===== config.mk =====
export PLATFORM = sky130hd
export DESIGN_NAME = datagram_rate_limit_round_robin_unit
export DESIGN_NICKNAME = d
export VERILOG_FILES = /design/src/rtl/core/drlrr_pkg.sv /design/src/rtl/core/drlrr_front.sv /design/src/rtl/core/drlrr_back.sv /design/src/rtl/core/drlrr_rsp_queue.sv /design/src/rtl/core/datagram_rate_limit_round_robin_unit.sv
export VERILOG_INCLUDE_DIRS = /design/src /design/src/rtl/core
export SDC_FILE = /design/constraint.sdc
export NUM_CORES = 1
export LEC_CHECK = 0
export BUFFER_PORTS_ARGS = -buffer_cell sky130_fd_sc_hd__buf_2
export CELL_PAD_IN_SITES_DETAIL_PLACEMENT = 0
export CELL_PAD_IN_SITES_GLOBAL_PLACEMENT = 1
export CORE_ASPECT_RATIO = 1.2
export CORE_MARGIN = 8
export CORE_UTILIZATION = 45
export CTS_CLUSTER_DIAMETER = 120
export DETAILED_ROUTE_END_ITERATION = 8
export PLACE_DENSITY = 0.77
export SLEW_MARGIN = 25
export SYNTH_ARGS = -nofsm -noshare
export SYNTH_HDL_FRONTEND = slang
export SYNTH_HIERARCHICAL = 1
export SYNTH_SLANG_ARGS = --single-unit

===== constraint.sdc =====
create_clock -name clock -period 19.8 [get_ports clock]
set_input_delay 0.99 -clock clock [delete_from_list [all_inputs] [get_ports clock]]
set_output_delay 0.99 -clock clock [all_outputs]
set_load 0.005 [all_outputs]

===== src/rtl/core/datagram_rate_limit_round_robin_unit_defines.svh =====
// Assertion macros shared by the rate limiter RTL.
// Depends on nothing; included by the modules that assert.
`ifndef DATAGRAM_RATE_LIMIT_ROUND_ROBIN_UNIT_DEFINES_SVH
`define DATAGRAM_RATE_LIMIT_ROUND_ROBIN_UNIT_DEFINES_SVH

// same-cycle implication
`define DRLRR_ASSERT_NOW(label, clk, rst, ante, cons, msg) \
   label: assert property (@(posedge clk) disable iff (rst) (ante) |-> (cons)) else $error(msg);

// next-cycle implication
`define DRLRR_ASSERT_NEXT(label, clk, rst, ante, cons, msg) \
   label: assert property (@(posedge clk) disable iff (rst) (ante) |=> (cons)) else $error(msg);

`endif


===== src/rtl/core/drlrr_pkg.sv =====
// Types, sizes and register indexes of the datagram rate limiter.
// Depends on nothing; used by every module of the block.
package drlrr_pkg;

   localparam int MAX_WINDOW_COUNT = 16;
   localparam int MAX_DESTINATIONS = 16;

   localparam int TIME_W     = 32;
   localparam int CSR_DATA_W = 32;
   localparam int CSR_IDX_W  = 2;
   localparam int WCOUNT_W   = 5;
   localparam int DCOUNT_W   = 5;
   localparam int DEST_W     = 4;

   localparam int WCNT_W = ($clog2(MAX_WINDOW_COUNT + 1) > WCOUNT_W) ?
                           $clog2(MAX_WINDOW_COUNT + 1) : WCOUNT_W;
   localparam int SLOT_W = (MAX_WINDOW_COUNT > 1) ? $clog2(MAX_WINDOW_COUNT) : 1;
   localparam int DCNT_W = ($clog2(MAX_DESTINATIONS + 1) > DCOUNT_W) ?
                           $clog2(MAX_DESTINATIONS + 1) : DCOUNT_W;
   localparam int DIDX_W = (MAX_DESTINATIONS > 1) ? $clog2(MAX_DESTINATIONS) : 1;

   localparam logic [CSR_IDX_W-1:0] CSR_WINDOW_COUNT      = 2'd0;
   localparam logic [CSR_IDX_W-1:0] CSR_WINDOW_TICKS      = 2'd1;
   localparam logic [CSR_IDX_W-1:0] CSR_DESTINATION_COUNT = 2'd2;

   localparam logic [WCOUNT_W-1:0] WINDOW_COUNT_RESET      = 5'd16;
   localparam logic [TIME_W-1:0]   WINDOW_TICKS_RESET      = 32'd1000000;
   localparam logic [DCOUNT_W-1:0] DESTINATION_COUNT_RESET = 5'd1;

   typedef struct packed {
      logic              accepted;
      logic [DEST_W-1:0] destination;
   } rsp_type;

endpackage


===== src/rtl/core/drlrr_front.sv =====
// Front end: two-entry arrival queue that takes datagram transactions.
// Depends on drlrr_pkg; feeds drlrr_back.
`include "datagram_rate_limit_round_robin_unit_defines.svh"

module drlrr_front (
   input  logic                        clock,
   input  logic                        reset,
   input  logic                        req_push,
   output logic                        req_full,
   input  logic [drlrr_pkg::TIME_W-1:0] req_arrival_time,
   output logic                        item_valid,
   output logic [drlrr_pkg::TIME_W-1:0] item_time,
   input  logic                        item_take
);

   logic [drlrr_pkg::TIME_W-1:0] data_ff [2];
   logic       wr_ptr_ff, wr_ptr_in;
   logic       rd_ptr_ff, rd_ptr_in;
   logic [1:0] count_ff, count_in;
   logic       do_push, do_pop;

   assign req_full   = (count_ff == 2'd2);
   assign item_valid = (count_ff != 2'd0);
   assign item_time  = data_ff[rd_ptr_ff];
   assign do_push    = req_push && !req_full;
   assign do_pop     = item_take && item_valid;

   always_comb begin
      wr_ptr_in = do_push ? ~wr_ptr_ff : wr_ptr_ff;
      rd_ptr_in = do_pop  ? ~rd_ptr_ff : rd_ptr_ff;
      count_in  = count_ff;
      if (do_push && !do_pop) begin
         count_in = count_ff + 2'd1;
      end else if (do_pop && !do_push) begin
         count_in = count_ff - 2'd1;
      end
   end

   always_ff @(posedge clock) begin
      if (reset) begin
         wr_ptr_ff <= 1'b0;
         rd_ptr_ff <= 1'b0;
         count_ff  <= 2'd0;
      end else begin
         wr_ptr_ff <= wr_ptr_in;
         rd_ptr_ff <= rd_ptr_in;
         count_ff  <= count_in;
      end
   end

   always_ff @(posedge clock) begin
      if (do_push) begin
         data_ff[wr_ptr_ff] <= req_arrival_time;
      end
   end

   `DRLRR_ASSERT_NOW(a_front_count, clock, reset, 1'b1, count_ff <= 2'd2, "arrival queue overfilled")
   `DRLRR_ASSERT_NEXT(a_front_push, clock, reset, do_push, item_valid, "pushed arrival lost")
   `DRLRR_ASSERT_NOW(a_front_ptr, clock, reset, count_ff == 2'd0 || count_ff == 2'd2, wr_ptr_ff == rd_ptr_ff, "arrival queue pointers out of step")

endmodule


===== src/rtl/core/drlrr_back.sv =====
// Back end: configuration registers, arrival-time log ring and round-robin
// destination pointer; one decision per cycle while the result queue has room. Depends on drlrr_pkg.
`include "datagram_rate_limit_round_robin_unit_defines.svh"

module drlrr_back (
   input  logic                            clock,
   input  logic                            reset,
   input  logic                            csr_wr_en,
   input  logic [drlrr_pkg::CSR_IDX_W-1:0]  csr_index,
   input  logic [drlrr_pkg::CSR_DATA_W-1:0] csr_wdata,
   input  logic                            item_valid,
   input  logic [drlrr_pkg::TIME_W-1:0]     item_time,
   output logic                            item_take,
   input  logic                            rsp_ready,
   output logic                            rsp_push,
   output drlrr_pkg::rsp_type              rsp_data
);

   localparam int WCNT_W = drlrr_pkg::WCNT_W;
   localparam int SLOT_W = drlrr_pkg::SLOT_W;
   localparam int DCNT_W = drlrr_pkg::DCNT_W;
   localparam int DIDX_W = drlrr_pkg::DIDX_W;
   localparam logic [WCNT_W-1:0] WIN_MAX  = WCNT_W'(drlrr_pkg::MAX_WINDOW_COUNT);
   localparam logic [DCNT_W-1:0] DEST_MAX = DCNT_W'(drlrr_pkg::MAX_DESTINATIONS);

   logic [drlrr_pkg::WCOUNT_W-1:0] win_count_ff, win_count_in;
   logic [drlrr_pkg::TIME_W-1:0]   win_ticks_ff, win_ticks_in;
   logic [drlrr_pkg::DCOUNT_W-1:0] dest_count_ff, dest_count_in;

   logic [drlrr_pkg::TIME_W-1:0] kept_ff [drlrr_pkg::MAX_WINDOW_COUNT];
   logic [WCNT_W-1:0] filled_ff, filled_in;
   logic [SLOT_W-1:0] oldest_ff, oldest_in;
   logic [DIDX_W-1:0] next_dest_ff, next_dest_in;

   logic [WCNT_W-1:0] win_raw, wc_eff, slot_inc;
   logic [DCNT_W-1:0] dest_raw, dc_eff, dest_inc;
   logic              fire, log_full, too_soon, accept;
   logic [SLOT_W-1:0] slot, slot_next, wr_idx;
   logic [DIDX_W-1:0] dest_cur, dest_next;
   logic [drlrr_pkg::TIME_W-1:0] elapsed;

   assign fire      = item_valid && rsp_ready;
   assign item_take = fire;
   assign rsp_push  = fire;

   always_comb begin
      win_raw  = WCNT_W'(win_count_ff);
      dest_raw = DCNT_W'(dest_count_ff);
      wc_eff   = win_raw;
      dc_eff   = dest_raw;
      priority if (win_raw == '0) begin
         wc_eff = WCNT_W'(1);
      end else if (win_raw > WIN_MAX) begin
         wc_eff = WIN_MAX;
      end else begin
         wc_eff = win_raw;
      end
      priority if (dest_raw == '0) begin
         dc_eff = DCNT_W'(1);
      end else if (dest_raw > DEST_MAX) begin
         dc_eff = DEST_MAX;
      end else begin
         dc_eff = dest_raw;
      end

      log_full  = (filled_ff >= wc_eff);
      slot      = (WCNT_W'(oldest_ff) >= wc_eff) ? '0 : oldest_ff;
      elapsed   = item_time - kept_ff[slot];
      too_soon  = (elapsed < win_ticks_ff);
      accept    = !log_full || !too_soon;
      slot_inc  = WCNT_W'(slot) + WCNT_W'(1);
      slot_next = (slot_inc >= wc_eff) ? '0 : slot_inc[SLOT_W-1:0];
      wr_idx    = log_full ? slot : filled_ff[SLOT_W-1:0];

      dest_cur  = (DCNT_W'(next_dest_ff) >= dc_eff) ? '0 : next_dest_ff;
      dest_inc  = DCNT_W'(dest_cur) + DCNT_W'(1);
      dest_next = (dest_inc >= dc_eff) ? '0 : dest_inc[DIDX_W-1:0];

      rsp_data.accepted    = accept;
      rsp_data.destination = accept ? drlrr_pkg::DEST_W'(dest_cur) : '0;

      filled_in     = filled_ff;
      oldest_in     = oldest_ff;
      next_dest_in  = next_dest_ff;
      win_count_in  = win_count_ff;
      win_ticks_in  = win_ticks_ff;
      dest_count_in = dest_count_ff;

      if (fire) begin
         if (log_full) begin
            oldest_in = accept ? slot_next : slot;
         end else begin
            filled_in = filled_ff + WCNT_W'(1);
         end
         if (accept) begin
            next_dest_in = dest_next;
         end
      end

      if (csr_wr_en) begin
         unique case (csr_index)
            drlrr_pkg::CSR_WINDOW_COUNT: begin
               win_count_in = csr_wdata[drlrr_pkg::WCOUNT_W-1:0];
               filled_in    = '0;
               oldest_in    = '0;
            end
            drlrr_pkg::CSR_WINDOW_TICKS: begin
               win_ticks_in = csr_wdata[drlrr_pkg::TIME_W-1:0];
            end
            drlrr_pkg::CSR_DESTINATION_COUNT: begin
               dest_count_in = csr_wdata[drlrr_pkg::DCOUNT_W-1:0];
            end
            default: begin
            end
         endcase
      end
   end

   always_ff @(posedge clock) begin
      if (reset) begin
         win_count_ff  <= drlrr_pkg::WINDOW_COUNT_RESET;
         win_ticks_ff  <= drlrr_pkg::WINDOW_TICKS_RESET;
         dest_count_ff <= drlrr_pkg::DESTINATION_COUNT_RESET;
         filled_ff     <= '0;
         oldest_ff     <= '0;
         next_dest_ff  <= '0;
      end else begin
         win_count_ff  <= win_count_in;
         win_ticks_ff  <= win_ticks_in;
         dest_count_ff <= dest_count_in;
         filled_ff     <= filled_in;
         oldest_ff     <= oldest_in;
         next_dest_ff  <= next_dest_in;
      end
   end

   always_ff @(posedge clock) begin
      if (fire && accept) begin
         kept_ff[wr_idx] <= item_time;
      end
   end

   `DRLRR_ASSERT_NOW(a_back_fill, clock, reset, 1'b1, filled_ff <= wc_eff,
      "log fill count beyond window count")
   `DRLRR_ASSERT_NEXT(a_back_restart, clock, reset,
      csr_wr_en && csr_index == drlrr_pkg::CSR_WINDOW_COUNT,
      filled_ff == '0 && oldest_ff == '0, "log not restarted on window count write")
   `DRLRR_ASSERT_NOW(a_back_drop, clock, reset, rsp_push && !rsp_data.accepted,
      rsp_data.destination == '0 && log_full, "bad dropped transaction")

endmodule


===== src/rtl/core/drlrr_rsp_queue.sv =====
// Two-entry result queue between the decision stage and the result port.
// Depends on drlrr_pkg.
`include "datagram_rate_limit_round_robin_unit_defines.svh"

module drlrr_rsp_queue (
   input  logic               clock,
   input  logic               reset,
   input  logic               push,
   input  drlrr_pkg::rsp_type push_data,
   output logic               ready,
   output logic               empty,
   input  logic               pop,
   output drlrr_pkg::rsp_type head
);

   drlrr_pkg::rsp_type data_ff [2];
   logic       wr_ptr_ff, wr_ptr_in;
   logic       rd_ptr_ff, rd_ptr_in;
   logic [1:0] count_ff, count_in;
   logic       do_push, do_pop;

   assign ready   = (count_ff != 2'd2);
   assign empty   = (count_ff == 2'd0);
   assign head    = data_ff[rd_ptr_ff];
   assign do_push = push && ready;
   assign do_pop  = pop && !empty;

   always_comb begin
      wr_ptr_in = do_push ? ~wr_ptr_ff : wr_ptr_ff;
      rd_ptr_in = do_pop  ? ~rd_ptr_ff : rd_ptr_ff;
      count_in  = count_ff;
      if (do_push && !do_pop) begin
         count_in = count_ff + 2'd1;
      end else if (do_pop && !do_push) begin
         count_in = count_ff - 2'd1;
      end
   end

   always_ff @(posedge clock) begin
      if (reset) begin
         wr_ptr_ff <= 1'b0;
         rd_ptr_ff <= 1'b0;
         count_ff  <= 2'd0;
      end else begin
         wr_ptr_ff <= wr_ptr_in;
         rd_ptr_ff <= rd_ptr_in;
         count_ff  <= count_in;
      end
   end

   always_ff @(posedge clock) begin
      if (do_push) begin
         data_ff[wr_ptr_ff] <= push_data;
      end
   end

   `DRLRR_ASSERT_NOW(a_rsp_push, clock, reset, push, ready, "result pushed into full queue")
   `DRLRR_ASSERT_NEXT(a_rsp_hold, clock, reset, do_push, !empty, "result transaction lost")
   `DRLRR_ASSERT_NOW(a_rsp_ptr, clock, reset, count_ff == 2'd0 || count_ff == 2'd2, wr_ptr_ff == rd_ptr_ff, "result queue pointers out of step")

endmodule


===== src/rtl/core/datagram_rate_limit_round_robin_unit.sv =====
// Top level of the datagram rate limiter with round-robin forwarding.
// Depends on drlrr_pkg, drlrr_front, drlrr_back and drlrr_rsp_queue.
//
// One datagram arrival transaction is taken per clock while req_full is low
// and yields one result transaction. A pushed arrival sits in a two-entry
// queue, is decided by a single read of the arrival-time log ring, one
// wrapping subtract and compare, and, if accepted, one ring write, and is
// registered in the two-entry result queue before it reaches the result
// ports; one result per cycle sustained while pop keeps up. The log needs
// no clearing pass after reset. Write configuration only while no transaction is in flight.
module datagram_rate_limit_round_robin_unit (
   input  logic                             clock,
   input  logic                             reset,
   input  logic                             req_push,
   output logic                             req_full,
   input  logic [drlrr_pkg::TIME_W-1:0]      req_arrival_time,
   output logic                             rsp_empty,
   input  logic                             rsp_pop,
   output logic                             rsp_accepted,
   output logic [drlrr_pkg::DEST_W-1:0]      rsp_destination,
   input  logic                             csr_wr_en,
   input  logic [drlrr_pkg::CSR_IDX_W-1:0]   csr_index,
   input  logic [drlrr_pkg::CSR_DATA_W-1:0]  csr_wdata
);

   logic                         item_valid;
   logic [drlrr_pkg::TIME_W-1:0] item_time;
   logic                         item_take;
   logic                         rsp_ready;
   logic                         rsp_push;
   drlrr_pkg::rsp_type           rsp_data;
   drlrr_pkg::rsp_type           rsp_head;

   drlrr_front u_front (
      .clock            (clock),
      .reset            (reset),
      .req_push         (req_push),
      .req_full         (req_full),
      .req_arrival_time (req_arrival_time),
      .item_valid       (item_valid),
      .item_time        (item_time),
      .item_take        (item_take)
   );

   drlrr_back u_back (
      .clock      (clock),
      .reset      (reset),
      .csr_wr_en  (csr_wr_en),
      .csr_index  (csr_index),
      .csr_wdata  (csr_wdata),
      .item_valid (item_valid),
      .item_time  (item_time),
      .item_take  (item_take),
      .rsp_ready  (rsp_ready),
      .rsp_push   (rsp_push),
      .rsp_data   (rsp_data)
   );

   drlrr_rsp_queue u_rsp_queue (
      .clock     (clock),
      .reset     (reset),
      .push      (rsp_push),
      .push_data (rsp_data),
      .ready     (rsp_ready),
      .empty     (rsp_empty),
      .pop       (rsp_pop),
      .head      (rsp_head)
   );

   assign rsp_accepted    = rsp_head.accepted;
   assign rsp_destination = rsp_head.destination;

endmodule

==> results.sh <==
export IMPL_status="complete, no violations"
export IMPL_maxCapViolCount=0
export IMPL_crit_required_ps=20090
export IMPL_yosysTopAreaCell="edfxtp_1"
export IMPL_clock_latency_ps=610
export IMPL_numCtsBuffers=66
export IMPL_muxShareOfSynthArea_pct=4.44
export IMPL_core_um2=62800
export IMPL_vias_per_cell=5.82
export IMPL_combPwrFrac_pct=30.6
export IMPL_grt_pass1_vias=17600
export IMPL_drive_above_1_share_pct=14.8
export IMPL_cts_resized_gates=0
export IMPL_overflow=0
export IMPL_drt_iter0_markers=1923
export IMPL_hold_viol_final=0
export IMPL_synth_compound_area_share_pct=12.7
export IMPL_tritoncts="done"
export IMPL_ys_types=78
export IMPL_wl_um=71400
export IMPL_yosysTopAreaCellShare_pct=62.0
export IMPL_hpwl_um=45800
export IMPL_critPathLaunchType="register"
export IMPL_clk_pin_slew_worst_paths_ps=60
export IMPL_gp_congestion=0.835
export IMPL_rsz0062_at_grt="no"
export IMPL_synth_edf_count=586
export IMPL_stdcell_area_um2=32200
export IMPL_endpoint_kind="register"
export IMPL_yosys_most_used_dff="edfxtp_1"
export IMPL_worstSetupPathType="register to register"
export IMPL_io_pins=78
export IMPL_hold_buffers=0
export IMPL_netlist_area_um2=28400
export IMPL_setup_tns_ps=0
export IMPL_die_area_um2=71400
export IMPL_fmax_mhz=95.9
export IMPL_drc=0
export IMPL_ys_ff_latch=651
export IMPL_finalCriticalPeriod_ps=10430
export IMPL_cts_sinks=651
export IMPL_peakVddDrop_mv=0.0613
export IMPL_synth_top_family_by_area="compound AO/OA/AOI/OAI gates"
export IMPL_drtAntennaViolNets=0
export IMPL_start_util_pct=45.2
export IMPL_power_density_nw_per_um2=135
export IMPL_leakage_nw=11.0
export IMPL_synth_most_common_cell="edfxtp_1"
export IMPL_async_reset_ff_share_pct=0
export IMPL_cp_data_arrival_time_ps=10720
export IMPL_cts_root_buffer="clkbuf_16"
export IMPL_syn2layout_area_growth_pct=13.6
export IMPL_switching_power_mw=1.40
export IMPL_crit_fanout=65
export IMPL_grt_total_usage_pct=19.6
export IMPL_p_sw_share_pct=32.0
export IMPL_ys_seq_area_share_pct=66.6
export IMPL_dr_total_vias=18000
export IMPL_syn_avg_cell_area_um2=13.2
export IMPL_die_h_um=291
export IMPL_synthTopCellsByCount="edfxtp_1, nand2_1, a21oi_1, nor2_1, ha_1"
export IMPL_row_count=101
export IMPL_hold_ws_ps=461
export IMPL_htree_levels=3
export IMPL_placed_area_um2=29700
export IMPL_netlist_instances=2148
export IMPL_grt_max_degree=84
export IMPL_seq_area_um2=18900
export IMPL_wl_per_cell_um=23.1
export IMPL_grt_antenna_before_repair=2
export IMPL_die_w_um=245
export IMPL_multiInputGateArea_um2=8910
export IMPL_fin_util_pct=51.3
export IMPL_port_buffer_count=77
export IMPL_finalCritPeriodShare_pct=52.7
export IMPL_synthSimpleGateAreaFrac_pct=8.52
export IMPL_hp_class="register to register"
export IMPL_relSlewSlack_pct=29.4
export IMPL_synth_area_leaders="edfxtp_1, dfxtp_1, ha_1"
export IMPL_cts_buffer_depth=3
export IMPL_internal_power_mw=2.96
export IMPL_dr_pass1_iters=6
export IMPL_ys_warnings_count=6
export IMPL_seqPwrFrac_pct=39.7
export IMPL_finClkSkew_ps=28.9
export IMPL_synthAdderAreaFrac_pct=4.04
export IMPL_total_power_mw=4.36
export IMPL_setup_viol=0
export IMPL_worstMarginPinSlew_ps=1050
export IMPL_grt_pass1_wl_um=107000
export IMPL_nNetsFinal=2377
export IMPL_clockPowerShare_pct=29.8
export IMPL_syn_num_nets=2310
export IMPL_synth_xor_area_share_pct=1.17
export IMPL_fill_cells=5202
export IMPL_postCtsSetupBuffers=0
export IMPL_final_max_slew_violation_count=0
export IMPL_cp_slowest_cell="clkinv_2"
export IMPL_cpPeakStageDelay_ps=850
-- power groups by stage --
stage	combinational, mW	clock [mW]	sequential, mW
floorplan	0.907	0	1.75
global placement	1.30	0	1.76
detailed placement	1.33	0	1.76
CTS	1.34	1.33	1.73
global route	1.48	1.38	1.74
finish	1.33	1.30	1.73
-- critical path, delay by kind of cell, from the launching register on --
| kind | cells | cell delay [ps] |
|---|---|---|
| AO/OA/AOI/OAI | 15 | 3740 |
| buffers and inverters | 7 | 2810 |
| AND/OR/NAND/NOR | 6 | 1570 |
| adder cells (fa/ha/maj) | 3 | 1030 |
| flip-flops | 1 | 650 |
| XOR/XNOR | 1 | 170 |
-- cells in the final DEF, fill, tap and decap left out, types with 6 or more instances in the layout --
cell type / synthesis / final
a211oi_1: 66 / 66
clkinv_1: 3 / 7
edfxtp_1: 586 / 586
o21ai_0: 62 / 62
nand4_1: 8 / 8
a311oi_1: 33 / 33
nor2_1: 144 / 128
mux2i_1: 40 / 40
clkbuf_1: 65 / 11
nor2b_1: 6 / 6
buf_2: 31 / 77
and2_0: 6 / 6
dfxtp_1: 65 / 62
a21oi_1: 160 / 160
or3_1: 12 / 12
nand3_1: 26 / 26
a211o_1: 43 / 43
buf_4: 7 / 26
clkinv_2: 0 / 13
a21o_1: 27 / 27
and2_1: 59 / 57
nand2b_1: 9 / 9
o21a_1: 6 / 6
xor2_1: 20 / 20
clkinvlp_4: 0 / 6
a31oi_1: 36 / 33
clkbuf_16: 0 / 70
inv_1: 59 / 59
bufinv_16: 0 / 8
ha_1: 90 / 90
o22ai_1: 57 / 57
buf_16: 0 / 9
nand2_1: 223 / 223
xnor2_1: 18 / 18
nor3_1: 13 / 13
nor2_4: 0 / 16
mux2_2: 67 / 67
-- kinds of logic (layout without fill, tap and decap cells) --
| kind of cell | after synthesis | count (layout) |
|---|---|---|
| AO/OA/AOI/OAI | 541 | 541 |
| multiplexers | 113 | 113 |
| AND/OR/NAND/NOR | 536 | 536 |
| flip-flops | 651 | 651 |
| buffers and inverters | 178 | 298 |
| adder cells (fa/ha/maj) | 91 | 91 |
| other | 0 | 1 |
| XOR/XNOR | 38 | 38 |
-- worst paths after layout --
check        depth (start not counted)               startpoint  slack, ps                 endpoint
max                                 32      u_back/oldest_ff[0]       9370   u_back/kept_ff[11][11]
min                                  2  u_back/win_ticks_ff[22]        460  u_back/win_ticks_ff[22]
max reg2reg                         32      u_back/oldest_ff[0]       9370   u_back/kept_ff[11][11]
min reg2reg                          2  u_back/win_ticks_ff[22]        460  u_back/win_ticks_ff[22]
-- cell type report --
cell class | count | share of cell area (%)
Clock buffer | 84 | 5.67
Multi-Input combinational cell | 1319 | 27.6
Sequential cell | 651 | 58.7
Inverter | 63 | 0.737
Clock inverter | 37 | 1.40
Tap cell | 824 | 3.20
Antenna cell | 1 | 0.00776
Timing Repair Buffer | 114 | 2.69
-- state kept, by name (all words and copies together), names as in the netlist, 2 cells and up, named ones only --
name                  flops
u_rsp_queue/data_ff      10
u_front/count_ff          2
u_back/next_dest_ff       4
u_back/oldest_ff          4
u_back/win_ticks_ff      32
u_rsp_queue/count_ff      2
u_front/data_ff          64
u_back/filled_ff          5
u_back/win_count_ff       5
u_back/kept_ff          512
u_back/dest_count_ff      5
-- layer usage --
metal | GRT usage, % | routed length [µm] | part of all wire (%) | vias to the layer above
met5 | 0 | 13 | 0.018 | -
met4 | 7.55 | 2210 | 3.1 | 2
met3 | 4.63 | 6140 | 8.6 | 117
met2 | 30.8 | 33200 | 47 | 748
met1 | 26.1 | 29800 | 42 | 8849
li1 | - | - | - | 8284
-- stage by stage --
step | setup slack (ps) | std cells
2_1_floorplan | 11530 | 2148
3_3_place_gp | 9470 | 2960
3_5_place_dp | 9360 | 2963
4_1_cts | 9340 | 3084
5_1_grt | 8620 | 3092
6_report | 9370 | 3093
Power figures use the tool's default switching activity.
